==> config.mk <==
export PLATFORM = sky130hd
export DESIGN_NAME = gpbg_front
export DESIGN_NICKNAME = d
export VERILOG_FILES = /design/src/design/gpbg_pkg.sv /design/src/design/gpbg_front.sv
export SDC_FILE = /design/constraint.sdc
export NUM_CORES = 2
export LEC_CHECK = 0
export ABC_AREA = 1
export BUFFER_PORTS_ARGS = -buffer_cell sky130_fd_sc_hd__buf_2
export CORE_MARGIN = 2
export CORE_UTILIZATION = 45
export DETAILED_ROUTE_END_ITERATION = 10
export PLACE_DENSITY_LB_ADDON = 0.08
export SLEW_MARGIN = 5
export SYNTH_ARGS = -nofsm -noshare
export SYNTH_HDL_FRONTEND = slang
export SYNTH_SLANG_ARGS = --single-unit
==> constraint.sdc <==
create_clock -name clk -period 8.9 [get_ports clk]
set_input_delay 0.445 -clock clk [delete_from_list [all_inputs] [get_ports clk]]
set_output_delay 0.445 -clock clk [all_outputs]
set_load 0.01 [all_outputs]
==> src/design/gpbg_pkg.sv <==
// Shared types, constants and helper functions for the Gaussian beam gain unit.
package gpbg_pkg;

    localparam int L_W       = 22;
    localparam int FREQ_W    = 32;
    localparam int FWHM_W    = 24;
    localparam int ANG_W     = 18;
    localparam int GAIN_W    = 17;
    localparam int R2_W      = 44;
    localparam int CS_W      = 36;
    localparam int DEN_W     = 56;
    localparam int V_W       = 63;
    localparam int DIV_STEPS = 88;
    localparam int NUM_SHIFT = 56;
    localparam int EXP_BITS  = 36;
    localparam int QDEPTH    = 8;
    localparam int QPTR_W    = 3;
    localparam int QCNT_W    = 4;
    localparam int CFG_IDX_W = 3;
    localparam int CFG_DAT_W = 32;
    localparam int IN_TDATA_W  = 80;
    localparam int OUT_TDATA_W = 24;
    localparam int ROUND_SHIFT = 46;

    localparam logic [V_W-1:0] CAP62 = 63'h4000_0000_0000_0000;
    localparam logic [V_W-1:0] EXP_K = 63'd2977044472;
    localparam logic [V_W-1:0] ROUND_HALF = 63'h0000_2000_0000_0000;

    typedef struct packed {
        logic [R2_W-1:0]   r2;
        logic [FREQ_W-1:0] freq;
    } item_t;

    typedef enum logic [CFG_IDX_W-1:0] {
        CFG_FWHM     = 3'd0,
        CFG_REF_FREQ = 3'd1,
        CFG_COS      = 3'd2,
        CFG_SIN      = 3'd3,
        CFG_SIN2     = 3'd4
    } cfg_index_t;

    function automatic logic [L_W-1:0] abs_coord(input logic [L_W-1:0] v);
        return v[L_W-1] ? (~v + {{(L_W-1){1'b0}}, 1'b1}) : v;
    endfunction

    function automatic logic [ANG_W-1:0] abs_angle(input logic [ANG_W-1:0] v);
        return v[ANG_W-1] ? (~v + {{(ANG_W-1){1'b0}}, 1'b1}) : v;
    endfunction

    // Factor exp(-2^(n-32)) in Q0.62, built by repeated truncated squaring.
    function automatic logic [V_W-1:0] exp_factor(input int unsigned n);
        logic [V_W-1:0]     f;
        logic [2*V_W-1:0]   p;
        f = CAP62 - (63'd1 << 30);
        for (int unsigned k = 0; k < n; k++) begin
            p = f * f;
            f = p[V_W+61:62];
        end
        return f;
    endfunction

endpackage

==> src/design/gpbg_front.sv <==
// Front end: accepts requests, forms the squared radius and feeds the queue.
module gpbg_front
(
    input  logic                          clk,
    input  logic                          rst_n,
    input  logic                          in_valid,
    output logic                          in_ready,
    input  logic [gpbg_pkg::L_W-1:0]      in_l,
    input  logic [gpbg_pkg::L_W-1:0]      in_m,
    input  logic [gpbg_pkg::FREQ_W-1:0]   in_freq,
    input  logic [gpbg_pkg::QCNT_W-1:0]   q_count,
    output logic                          push,
    output gpbg_pkg::item_t               push_item
);
    import gpbg_pkg::*;

    logic                 s1_valid_reg, s2_valid_reg, s3_valid_reg;
    logic [L_W-1:0]       la_reg, ma_reg;
    logic [R2_W-1:0]      lsq_reg, msq_reg;
    logic [FREQ_W-1:0]    freq1_reg, freq2_reg;
    item_t                item_reg;
    logic [QCNT_W-1:0]    occupancy;
    logic                 accept;

    assign occupancy = q_count + QCNT_W'(s1_valid_reg) + QCNT_W'(s2_valid_reg)
                     + QCNT_W'(s3_valid_reg);
    assign in_ready  = occupancy < QCNT_W'(QDEPTH);
    assign accept    = in_valid && in_ready;

    always_ff @(posedge clk or negedge rst_n)
    begin
        if (!rst_n)
        begin
            s1_valid_reg <= 1'b0;
            s2_valid_reg <= 1'b0;
            s3_valid_reg <= 1'b0;
        end
        else
        begin
            s1_valid_reg <= accept;
            s2_valid_reg <= s1_valid_reg;
            s3_valid_reg <= s2_valid_reg;
        end
    end

    always_ff @(posedge clk)
    begin
        la_reg        <= abs_coord(in_l);
        ma_reg        <= abs_coord(in_m);
        freq1_reg     <= in_freq;
        lsq_reg       <= la_reg * la_reg;
        msq_reg       <= ma_reg * ma_reg;
        freq2_reg     <= freq1_reg;
        item_reg.r2   <= lsq_reg + msq_reg;
        item_reg.freq <= freq2_reg;
    end

    assign push      = s3_valid_reg;
    assign push_item = item_reg;

endmodule

Yosys cells after proc, flatten, opt, wreduce, memory -nomap -nowiden. Cells that the tools add are included.

Bits in registers: 275. Input bits: 83. Output and inout port bits: 78. Word-level logic and storage cells: 27.

Add/sub/neg operators: 6. $mul: 2. Order comparisons: 1. Mux-type cells: 2. Bitwise logic cells: 2. Reduce and logical (&&, ||, !) cells: 1.

Operators by type and width (count): multiplier 22 x 22 -> 44 bit (2); adder 22 x 1 -> 22 bit (second input constant) (2); adder 44 bit (1); NOT 22 bit (2); two-way mux 21 bit (2); adder 4 x 1 -> 4 bit (3); < comparator 4 bit (second input constant) (1); logical AND 1 bit (1).

Depth between registers and ports, before layout.
Depth after elaboration: 5. Mapped depth: 29. Depth with buffers taken out: 28.

Worst setup path after synthesis. OpenSTA, ideal clock, no wires.

Path kind: register to register. Start: reg la_reg[18]. End: reg lsq_reg[41]. Library setup time: 0.112 ns. Arrival time: 5.740 ns. Path slack: 3.047 ns. Stages on the path, launching flop included: 26. Buffers on the path: 2. Period minus slack after synthesis: 5.853 ns. Cell sequence: dfxtp_1 > clkbuf_1 > clkbuf_1 > nand2_1 > fa_1 > inv_1 > fa_1 > inv_1 > fa_1 > inv_1 > fa_1 > fa_1 > fa_1 > inv_1 > fa_1 > inv_1 > ha_1 > nand2_1 > nor2_1 > nand2_1 > nor2_1 > nand2_1 > nand3_2 > nand2_1 > nand3_1 > nand2_1.

Longest elaborated chain between the ends: 1.

RTL lines: start, declared (RTL line gpbg_front.sv:18) `logic [L_W-1:0] la_reg, ma_reg;`; start signal, assigned (RTL line gpbg_front.sv:48) `la_reg <= abs_coord(in_l);`; multiplier 22 x 22 -> 44 bit (RTL line gpbg_front.sv:51) `lsq_reg <= la_reg * la_reg;`; end signal, assigned (RTL line gpbg_front.sv:51); end, declared (RTL line gpbg_front.sv:19) `logic [R2_W-1:0] lsq_reg, msq_reg;`.

Every way passes these cells. A chain may end at the register's enable or synchronous reset.

Worst setup path after layout.
Start: reg la_reg[17]. End: reg lsq_reg[26].

The elaborated chain is that of the path after synthesis.

==> run metrics <==
Synth Area in Adders=0.4660; Clock Tree Root=clkbuf_16; Setup TNS Final=0 ns; Post-DRT Antenna Nets=0; via-per-instance ratio=4.622; DR iter-0 viols=1,435; Reg-to-Reg End=lsq_reg[26]; leading post-synthesis cells by cell area=fa_1 35%, inv_1 14%, dfxtp_1 14%; number of antenna violations at the first check in global routing=2; Vias=a little under 30,000; CP Max Fanout=24; DP Cell Count=6,280; full die area=between 80,000 and 90,000 um2; top_reg_cell synth=dfxtp_1; chip width=300.0 um; most frequent cells in the layout=1,492 x inv_1, 1,303 x nand2_1, 684 x fa_1; total track usage=0.2225; most common cell after layout, fill and taps aside=inv_1; Syn Inst Count=5,032; pin count of the biggest net entering global routing=26; number of max-cap violations=0; Synth Area in Compound Gates=0.02736; Starting Density=0.4545; largest family of logic cells by synthesized area=adder cells; Largest register FFs=76; IO Count=around 160; layout cell share with drive strength beyond 1=0.06895; input/output buffers=160; post-synthesis xor/xnor area fraction=0.03266; Worst setup SP type=register; Overflow after GRT=0; post-synth design cell area=roughly 39,000 um2; Bufs on Longest Clock Path=3; Final Hold Viols=0; drt drc=0; RSZ-0062 raised after global routing=no; Num CTS Buffers=34; router iterations before antenna repair=5; clk sinks=approximately 270; Chip Height=300.0 um; Worst EP arrival=7.46 ns; HP Class=input pin to register; Core ar.=86,750 um2; ys async rst share=0.01099; Max Slew Vio Count=0; r2r setup slk=1.87 ns; post-synth top area share=0.3473; vias in the first global route=30,660; Slew headroom=0.2170; Clock Latency Late Sink=0.56 ns; hold path depth=1; Setup violations, final=0; hold_sp=in_l[0]; number of cell rows=approximately 110; period utilization=0.7899; Sequential Area=5480 um2; slew of the pin with the lowest slew margin=1.173 ns; Syn. warnings=0; detailed placement HPWL=approximately 80,000 um; post-synthesis simple-gate area fraction=0.1837; fin util=0.4970; CP endpoint kind=register; Hold EP=la_reg[0]; WL/cell=14.99 um; Final GP Congestion=0.9163; fin crit period=7.031 ns; syn_nets=~6,200; Cell Count, Final, Fillers Out=6,377; clock transition at the registers of the reported paths=0.05 ns; reg-to-reg critical path startpoint=la_reg[17]; r2r worst-path depth=21; sequential share of the synthesized area=0.1390; cell taking the most area after synthesis=fa_1; unique cell type count in the Yosys netlist=40; Multi-input gate area=27,980 um2; post_cts resized=0; Syn Area/Cell=~8 um2; Final #Nets=6,336; CP Class=register to register; Synth-to-Final Area Change=9.356%; FILL cells=about 9,000; htree depth=2; multiplexer share of the synthesized area=0; CP required=9.33 ns; hold slack=0.05086 ns; flops & latches, synth=273; Peak Freq=between 100 and 150 MHz; number of synthesized flops with an enable pin=0; Post-Route WL=95,610 um; status=finished, final reports clean; first-pass GRT wire length=159,100 um; TritonCTS clock tree=built; Layout Skew=0.01947 ns
[metal layers]
| metal | global-route usage | part of all wire |
|---|---|---|
| met1 | 0.3228 | 0.48 |
| met2 | 0.3626 | 0.46 |
| met3 | 0.02558 | 0.045 |
| met4 | 0.03893 | 0.015 |
| met5 | 0 | 0 |
[synthesized netlist by cell type (2+ instances only)]
cell,n
o21ai_0,45
nor2_1,230
nor3_1,24
nand2_2,46
xnor2_1,42
nor2_4,8
buf_1,8
nand3_1,82
dfxtp_1,270
o21bai_1,12
nand2b_1,5
a21oi_1,107
fa_1,684
or2_2,8
nand4_1,6
and2_1,5
a31oi_1,15
xor2_1,105
or2_1,3
nand2_1,1303
o21ai_1,4
ha_1,374
a21o_1,3
inv_1,1492
dfrtp_1,3
o21ai_2,2
nor2_2,19
inv_2,3
nor4_2,2
nand3_2,22
nor3_2,2
clkbuf_1,85
a31o_2,4
o31ai_1,3
[worst max-delay path by stage]
stage	startpoint	end	slack (ns)	cells past startpoint
CTS	la_reg[17]	lsq_reg[26]	1.95	21
detailed placement	la_reg[17]	lsq_reg[26]	1.95	21
floorplan	la_reg[18]	lsq_reg[41]	3.05	25
global route	la_reg[17]	lsq_reg[26]	1.56	21
finish	la_reg[17]	lsq_reg[26]	1.87	21
global placement	la_reg[17]	lsq_reg[43]	1.97	23
[stage by stage]
| stage | instance area, um2 | setup WS [ns] |
|---|---|---|
| floorplan | 39430 | 3.047 |
| global placement | 41520 | 1.969 |
| detailed placement | 41520 | 1.952 |
| CTS | 43110 | 1.948 |
| global route | 43110 | 1.561 |
| finish | 43110 | 1.869 |
[repair_timing]
action | CTS | global route
hold endpoints to repair | 36 | 0
buffers inserted | 0 | 0
hold buffers | 34 | 0
[worst max-delay path: stages, from the launching register on]
cell	delay, ns
dfxtp_1	1.06
nand2_1	0.29
fa_1	0.62
inv_1	0.06
fa_1	0.49
inv_1	0.06
fa_1	0.47
inv_1	0.05
fa_1	0.48
fa_1	0.51
fa_1	0.49
inv_1	0.05
fa_1	0.47
inv_1	0.04
ha_1	0.37
nand2_1	0.15
nor2_1	0.40
nand2_1	0.13
nor2_1	0.12
nand2_1	0.14
nand3_2	0.15
xor2_1	0.30
[cell type report]
| cell class | instances | area share |
|---|---|---|
| multi-input cells | 3170 | 0.6490 |
| inverters | 1496 | 0.1302 |
| flip-flops and latches | 273 | 0.1271 |
| well taps | 1155 | 0.03352 |
| repair buffers | 220 | 0.03099 |
| clock buffers | 47 | 0.02298 |
| clock inverters | 15 | 0.006094 |
| diodes | 1 | 0.00005804 |
[kinds of logic after synthesis]
| family | after synthesis |
|---|---|
| buffers and inverters | 1589 |
| adders and majority gates | 1058 |
| DFF | 273 |
| AOI/OAI and AO/OA | 197 |
| and+or+nand+nor | 1768 |
| xor gates and xnor gates | 147 |
Power is left out: the tool's default activity adds up to more than one toggle a clock period on the data nets, which glitch-free logic cannot reach.
