[config.mk]
export PLATFORM = sky130hd
export DESIGN_NAME = gpbg_queue
export DESIGN_NICKNAME = d
export VERILOG_FILES = /design/src/design/gpbg_pkg.sv /design/src/design/gpbg_queue.sv
export SDC_FILE = /design/constraint.sdc
export NUM_CORES = 1
export LEC_CHECK = 0
export ABC_CLOCK_PERIOD_IN_PS = 7340
export BUFFER_PORTS_ARGS = -buffer_cell sky130_fd_sc_hd__buf_4
export CORE_MARGIN = 2
export CORE_UTILIZATION = 45
export DETAILED_ROUTE_END_ITERATION = 10
export HOLD_SLACK_MARGIN = 0.05
export PLACE_DENSITY = 0.59
export SETUP_SLACK_MARGIN = 0.02
export SLEW_MARGIN = 5
export SYNTH_ARGS = -nofsm -noshare
export SYNTH_HDL_FRONTEND = slang
export SYNTH_SLANG_ARGS = --single-unit
[constraint.sdc]
create_clock -name clk -period 7.34 [get_ports clk]
set_clock_uncertainty 0.2 [all_clocks]
set_input_delay 1.835 -clock clk [delete_from_list [all_inputs] [get_ports clk]]
set_output_delay 1.835 -clock clk [all_outputs]
set_load 0.01 [all_outputs]
[src/design/gpbg_pkg.sv]
// Shared types, constants and helper functions for the Gaussian beam gain unit.
package gpbg_pkg;

    localparam int L_W       = 22;
    localparam int FREQ_W    = 32;
    localparam int FWHM_W    = 24;
    localparam int ANG_W     = 18;
    localparam int GAIN_W    = 17;
    localparam int R2_W      = 44;
    localparam int CS_W      = 36;
    localparam int DEN_W     = 56;
    localparam int V_W       = 63;
    localparam int DIV_STEPS = 88;
    localparam int NUM_SHIFT = 56;
    localparam int EXP_BITS  = 36;
    localparam int QDEPTH    = 8;
    localparam int QPTR_W    = 3;
    localparam int QCNT_W    = 4;
    localparam int CFG_IDX_W = 3;
    localparam int CFG_DAT_W = 32;
    localparam int IN_TDATA_W  = 80;
    localparam int OUT_TDATA_W = 24;
    localparam int ROUND_SHIFT = 46;

    localparam logic [V_W-1:0] CAP62 = 63'h4000_0000_0000_0000;
    localparam logic [V_W-1:0] EXP_K = 63'd2977044472;
    localparam logic [V_W-1:0] ROUND_HALF = 63'h0000_2000_0000_0000;

    typedef struct packed {
        logic [R2_W-1:0]   r2;
        logic [FREQ_W-1:0] freq;
    } item_t;

    typedef enum logic [CFG_IDX_W-1:0] {
        CFG_FWHM     = 3'd0,
        CFG_REF_FREQ = 3'd1,
        CFG_COS      = 3'd2,
        CFG_SIN      = 3'd3,
        CFG_SIN2     = 3'd4
    } cfg_index_t;

    function automatic logic [L_W-1:0] abs_coord(input logic [L_W-1:0] v);
        return v[L_W-1] ? (~v + {{(L_W-1){1'b0}}, 1'b1}) : v;
    endfunction

    function automatic logic [ANG_W-1:0] abs_angle(input logic [ANG_W-1:0] v);
        return v[ANG_W-1] ? (~v + {{(ANG_W-1){1'b0}}, 1'b1}) : v;
    endfunction

    // Factor exp(-2^(n-32)) in Q0.62, built by repeated truncated squaring.
    function automatic logic [V_W-1:0] exp_factor(input int unsigned n);
        logic [V_W-1:0]     f;
        logic [2*V_W-1:0]   p;
        f = CAP62 - (63'd1 << 30);
        for (int unsigned k = 0; k < n; k++) begin
            p = f * f;
            f = p[V_W+61:62];
        end
        return f;
    endfunction

endpackage

[src/design/gpbg_queue.sv]
// Short queue that decouples the front end from the arithmetic pipeline.
module gpbg_queue
(
    input  logic                         clk,
    input  logic                         rst_n,
    input  logic                         push,
    input  gpbg_pkg::item_t              push_item,
    input  logic                         pop,
    output gpbg_pkg::item_t              head,
    output logic                         empty,
    output logic [gpbg_pkg::QCNT_W-1:0]  count
);
    import gpbg_pkg::*;

    item_t              mem_reg [0:QDEPTH-1];
    logic [QPTR_W-1:0]  wr_ptr_reg, rd_ptr_reg;
    logic [QCNT_W-1:0]  count_reg;
    logic               do_pop;

    assign empty  = count_reg == '0;
    assign do_pop = pop && !empty;
    assign head   = mem_reg[rd_ptr_reg];
    assign count  = count_reg;

    always_ff @(posedge clk)
    begin
        if (push)
        begin
            mem_reg[wr_ptr_reg] <= push_item;
        end
    end

    always_ff @(posedge clk or negedge rst_n)
    begin
        if (!rst_n)
        begin
            wr_ptr_reg <= '0;
            rd_ptr_reg <= '0;
            count_reg  <= '0;
        end
        else
        begin
            if (push)
            begin
                wr_ptr_reg <= wr_ptr_reg + QPTR_W'(1);
            end
            if (do_pop)
            begin
                rd_ptr_reg <= rd_ptr_reg + QPTR_W'(1);
            end
            count_reg <= count_reg + QCNT_W'(push) - QCNT_W'(do_pop);
        end
    end

endmodule

# Yosys cells after proc, flatten, opt, wreduce, memory -nomap -nowiden
# Memory sizes are Yosys's and may differ from the RTL's.
# Index checks and enable logic that the tools add are counted.
[word_totals]
wordCells = 13
romBits = 0
latch_bits = 0
ram_bits = 608
reg_bits = 10
output_inout_bits = 81
n_memories = 1
[mem_list]
columns = ["name", "words", "width", "read_ports", "rd_ports_with_merged_regs", "write_ports", "line", "rtl"]
rows = [
  ["mem_reg", 8, 76, 1, 0, 1, "gpbg_queue.sv:15", "item_t mem_reg [0:QDEPTH-1];"],
]
[classes]
shift = 0
add_sub_neg = 4
div = 0
bitwise = 0
n_reduce_logical = 3
multipliers = 0
n_mux = 2
n_eq_ne = 0
order_cmp = 0
[op_table]
columns = ["cell", "n"]
rows = [
  ["3-bit by 1-bit adder with 3-bit output, second input constant", 2],
  ["4-bit by 1-bit adder with 4-bit output", 1],
  ["4-bit logical NOT", 1],
  ["4-bit by 1-bit subtractor with 4-bit output", 1],
  ["1-bit 2-to-1 mux", 2],
  ["1-bit logical AND", 1],
  ["1-bit logical NOT", 1],
]

# Longest topological paths before layout
[logic_depth]
ltp_word = 4
depth_mapped = 11
depth_no_buf = 11

# Worst setup path after synthesis
# Ideal clock, no wire load.
[synth_timing]
path_type = "input -> register"
start = "input push"
end = "memory mem_reg[0][0] in the netlist's numbering (enable)"
required_time_ps = 6537
arrival_ps = 7084
cell_stages = 2
slack_ps = -547
cell_sequence = "nand2b_1 nor3_1"
[synth_via]
elab_chain_len = 2
[synth_rtl]
columns = ["element", "line", "rtl"]
rows = [
  ["start, declared", "gpbg_queue.sv:6", "input logic push,"],
  ["1-bit 2-to-1 mux", "gpbg_queue.sv:27", "if (push)"],
  ["1-bit 2-to-1 mux (not written as such)", "gpbg_queue.sv:29", "mem_reg[wr_ptr_reg] <= push_item;"],
  ["end, declared", "gpbg_queue.sv:15", ""],
]
# No other way between the ends.

==> tab_implementation.tex <==
\begin{tabular}{lr}
\hline
Metric & Value \\
\hline
\multicolumn{2}{l}{\textbf{Final layout}} \\
Combined flip-flop and latch cell area & 0.0185 mm2 \\
Max reg flops & 608 \\
Fraction of layout cells with a size suffix above 1 & 0.433 \\
Relative area change from synthesis to final layout & 17.8\% \\
Total of fill cells in the finished design & 3889 \\
Util after Layout & 0.537 \\
Nets & 1224 \\
Area taken by multi-input logic gates & 0.00474 mm2 \\
Inserted Diodes & 0 \\
\multicolumn{2}{l}{\textbf{Global route}} \\
Vias in the first global route & 10917 \\
Total overflow reported by the global router & 0 \\
Largest net degree at the start of global routing & 75 \\
Initial antenna violation count & 2 \\
GR Util All Layers & 0.178 \\
Global-route wire length before repair & 69800 um \\
\multicolumn{2}{l}{\textbf{Clock network}} \\
Number of CTS-inserted buffers & 61 \\
Cell at the root of the clock tree & clkbuf\_16 \\
Number of buffers added for setup after CTS & 0 \\
Insertion delay to the later sink of the worst-skew pair & 0.61 ns \\
Maximum level of the CTS H-tree & 2 \\
Clock sinks & 618 \\
Post-CTS resize count & 0 \\
Register clock-pin slew on the reported worst setup and hold paths & 0.06 ns \\
Number of buffers added to fix hold violations after cts & 0 \\
Largest buffer count on any clock path & 3 \\
TritonCTS clock tree & yes \\
\multicolumn{2}{l}{\textbf{Floorplan}} \\
I/O pin total & 161 \\
Die outline area & 0.0540 mm2 \\
Core region area & 0.0514 mm2 \\
Starting density of the core & 0.456 \\
FP Rows & 83 \\
Die width & 232 um \\
Die Span Y & 232 um \\
\multicolumn{2}{l}{\textbf{Place}} \\
RePlAce Congestion & 0.679 \\
Detailed Place HPWL & 24800 um \\
Number of port buffers & 160 \\
\multicolumn{2}{l}{\textbf{Power}} \\
Proportion of power drawn by the clock network & 0.282 \\
Peak ir drop on the vdd network & 283 uV \\
Static Leakage & 9.12 nW \\
Power after layout & 11.4 mW \\
Power density relative to cell area & 411 mW/mm2 \\
Power spent charging and discharging nets & 3.17 mW \\
Internal power contribution & 8.19 mW \\
Relative contribution of combinational cells to total power & 0.298 \\
Proportion of power drawn by flip-flops and latches & 0.421 \\
Switching part of the total & 0.279 \\
\multicolumn{2}{l}{\textbf{STA}} \\
Total negative slack for setup checks & 0 ns \\
Relative max-transition margin & 0.276 \\
Final critical path time including I/O delays and setup & 5.21 ns \\
Transition at the pin with the smallest max-transition slack & 1.08 ns \\
Number of hold violations in the final report & 0 \\
Worst hold slack after final layout & 0.366 ns \\
Setup repair after global routing missed its margin & no \\
Maximum operating frequency & 0.192 GHz \\
Number of max-slew violations in the final report & 0 \\
\# setup viols final & 0 \\
Crit share post-route & 0.709 \\
\multicolumn{2}{l}{\textbf{Routing}} \\
Via total after detailed routing & 10172 \\
Drt pass-1 iters & 5 \\
Number of DRC violations after detailed routing & 0 \\
Routed via count divided by cell count & 5.45 \\
Iteration-0 DRC count of the detailed router & 705 \\
Post-route ant nets & 0 \\
Routed wire length & 46900 um \\
Average routed wire per standard cell & 25.1 um \\
\multicolumn{2}{l}{\textbf{Critical path}} \\
Critical path fanouts, max & 38 \\
Worst path arrival time & 3.17 ns \\
Worst-case register-to-register setup slack & 4.35 ns \\
Nature of the critical path startpoint & register \\
Worst Setup Path Type & reg2out \\
Endpoint type of the worst setup path & primary output \\
Required time of the critical path & 5.31 ns \\
\multicolumn{2}{l}{\textbf{Yosys}} \\
Primary FF master, synth & edfxtp\_1 \\
Number of warnings reported in the yosys synthesis log & 0 \\
Yosys cell types & 21 \\
Proportion of synthesized chip area in sequential cells & 0.789 \\
Gate Count Post-Synth & 932 \\
Mapped Area & 0.0235 mm2 \\
Net count after synthesis & 1020 \\
Synthesized area divided by synthesized cell count & 25.2 um2 \\
Number of synthesized register bits & 618 \\
Post-synth EDFFs & 608 \\
Synth async-reset ratio & 0.0162 \\
\multicolumn{2}{l}{\textbf{Hold path}} \\
Type of the worst min-delay path & reg2reg \\
\multicolumn{2}{l}{\textbf{Flow run}} \\
Total of max-cap violations & 0 \\
\multicolumn{2}{l}{\textbf{Status}} \\
Run status & completed \\
\hline
\end{tabular}
## worst paths after layout
check,startpoint,to,cells past startpoint
max,rd_ptr_reg[0]$_DFFE_PN0P_,head[68],4
min,wr_ptr_reg[1]$_DFFE_PN0P_,wr_ptr_reg[1]$_DFFE_PN0P_,1
max reg2reg,wr_ptr_reg[1]$_DFFE_PN0P_,mem_reg[4][23]$_DFFE_PP_,3
min reg2reg,wr_ptr_reg[1]$_DFFE_PN0P_,wr_ptr_reg[1]$_DFFE_PN0P_,1
max in group asynchronous,rst_n,rd_ptr_reg[0]$_DFFE_PN0P_,1
min in group asynchronous,rst_n,rd_ptr_reg[2]$_DFFE_PN0P_,1
## power by group through the flow
| stage | registers (mW) | logic [mW] | clock network, mW |
|---|---|---|---|
| finish | 4.78 | 3.38 | 3.20 |
| global route | 4.83 | 3.63 | 3.41 |
| CTS | 4.79 | 3.48 | 3.27 |
| detailed placement | 4.86 | 3.47 | 0 |
| global placement | 4.84 | 3.44 | 0 |
| floorplan | 4.64 | 2.37 | 0 |
## critical path: stages (launching register included)
cell     delay [ns]
dfrtp_4        0.91
buf_4          0.59
mux4_2         0.59
mux2_2         0.29
buf_4          0.15
## cell type report
| cell class | instances | share of cell area |
|---|---|---|
| repair buffers | 184 | 0.0509 |
| clock inverters | 33 | 0.0142 |
| flip-flops and latches | 618 | 0.670 |
| clock buffers | 80 | 0.0612 |
| multi-input cells | 264 | 0.172 |
| inverters | 7 | 0.000951 |
| well taps | 680 | 0.0308 |
## kinds of logic (layout without fill, tap and decap cells)
| logic type | count (synthesis) | in the layout | share of synthesized area |
|---|---|---|---|
| flops | 618 | 618 | 0.789 |
| mux | 230 | 230 | 0.188 |
| buf+inv | 50 | 304 | 0.0119 |
| simple gates | 18 | 18 | 0.00357 |
| fa+ha+maj | 8 | 8 | 0.00459 |
| xor+xnor | 6 | 6 | 0.00224 |
| compound gates | 2 | 2 | 0.000533 |
## placed cells by master, fill, tap and decap left out
cell type / netlist / final
clkinv_2: 0 / 7
inv_1: 7 / 7
edfxtp_1: 608 / 608
xnor2_1: 2 / 2
nor3b_1: 1 / 1
clkbuf_16: 0 / 63
ha_1: 7 / 7
nand2_1: 4 / 4
clkinvlp_4: 0 / 2
buf_4: 0 / 182
dfrtp_4: 0 / 3
bufinv_16: 0 / 9
xor2_1: 4 / 4
buf_12: 0 / 2
mux2_2: 48 / 48
clkinv_1: 0 / 12
mux4_2: 152 / 152
nor3_4: 0 / 2
nand2b_1: 4 / 4
clkinv_4: 0 / 2
a21o_1: 1 / 1
a21oi_1: 1 / 1
fa_1: 1 / 1
clkbuf_8: 0 / 5
nor2_1: 7 / 1
clkbuf_1: 8 / 12
nor2_4: 0 / 6
dfrtp_1: 10 / 7
inv_6: 0 / 1
mux2_4: 30 / 30
## cells in the mapped netlist (4+ instances only)
cell type	n	share of area
mux2_2	48	0.023
nand2b_1	4	0.0011
mux2_4	30	0.019
edfxtp_1	608	0.78
nor2_1	7	0.0011
buf_6	9	0.0043
nand2_1	4	0.00064
inv_1	7	0.0011
dfrtp_1	10	0.011
buf_2	20	0.0043
xor2_1	4	0.0015
mux4_2	152	0.15
clkbuf_1	8	0.0013
buf_1	6	0.00096
ha_1	7	0.0037
## layer usage
metal  vias to the layer above  part of all wire  routed length, um  track usage
met5                         -           0.00070                 33            0
met4                         4             0.017                807       0.0437
met3                        62             0.049               2290       0.0390
met2                       222              0.48              22500        0.282
met1                      5488              0.45              21300        0.253
li1                       4396                 -                  -            -
## metrics by stage
stage / instances / worst slack, ns / cell area [um2]
6_report: 1866 / 2.13 / 27600
4_1_cts: 1866 / 1.99 / 27600
3_3_place_gp: 1753 / 2.71 / 25500
5_1_grt: 1866 / 1.89 / 27600
3_5_place_dp: 1753 / 2.68 / 25500
2_1_floorplan: 932 / 1.49 / 23500
(Power assumes the default switching activity.)
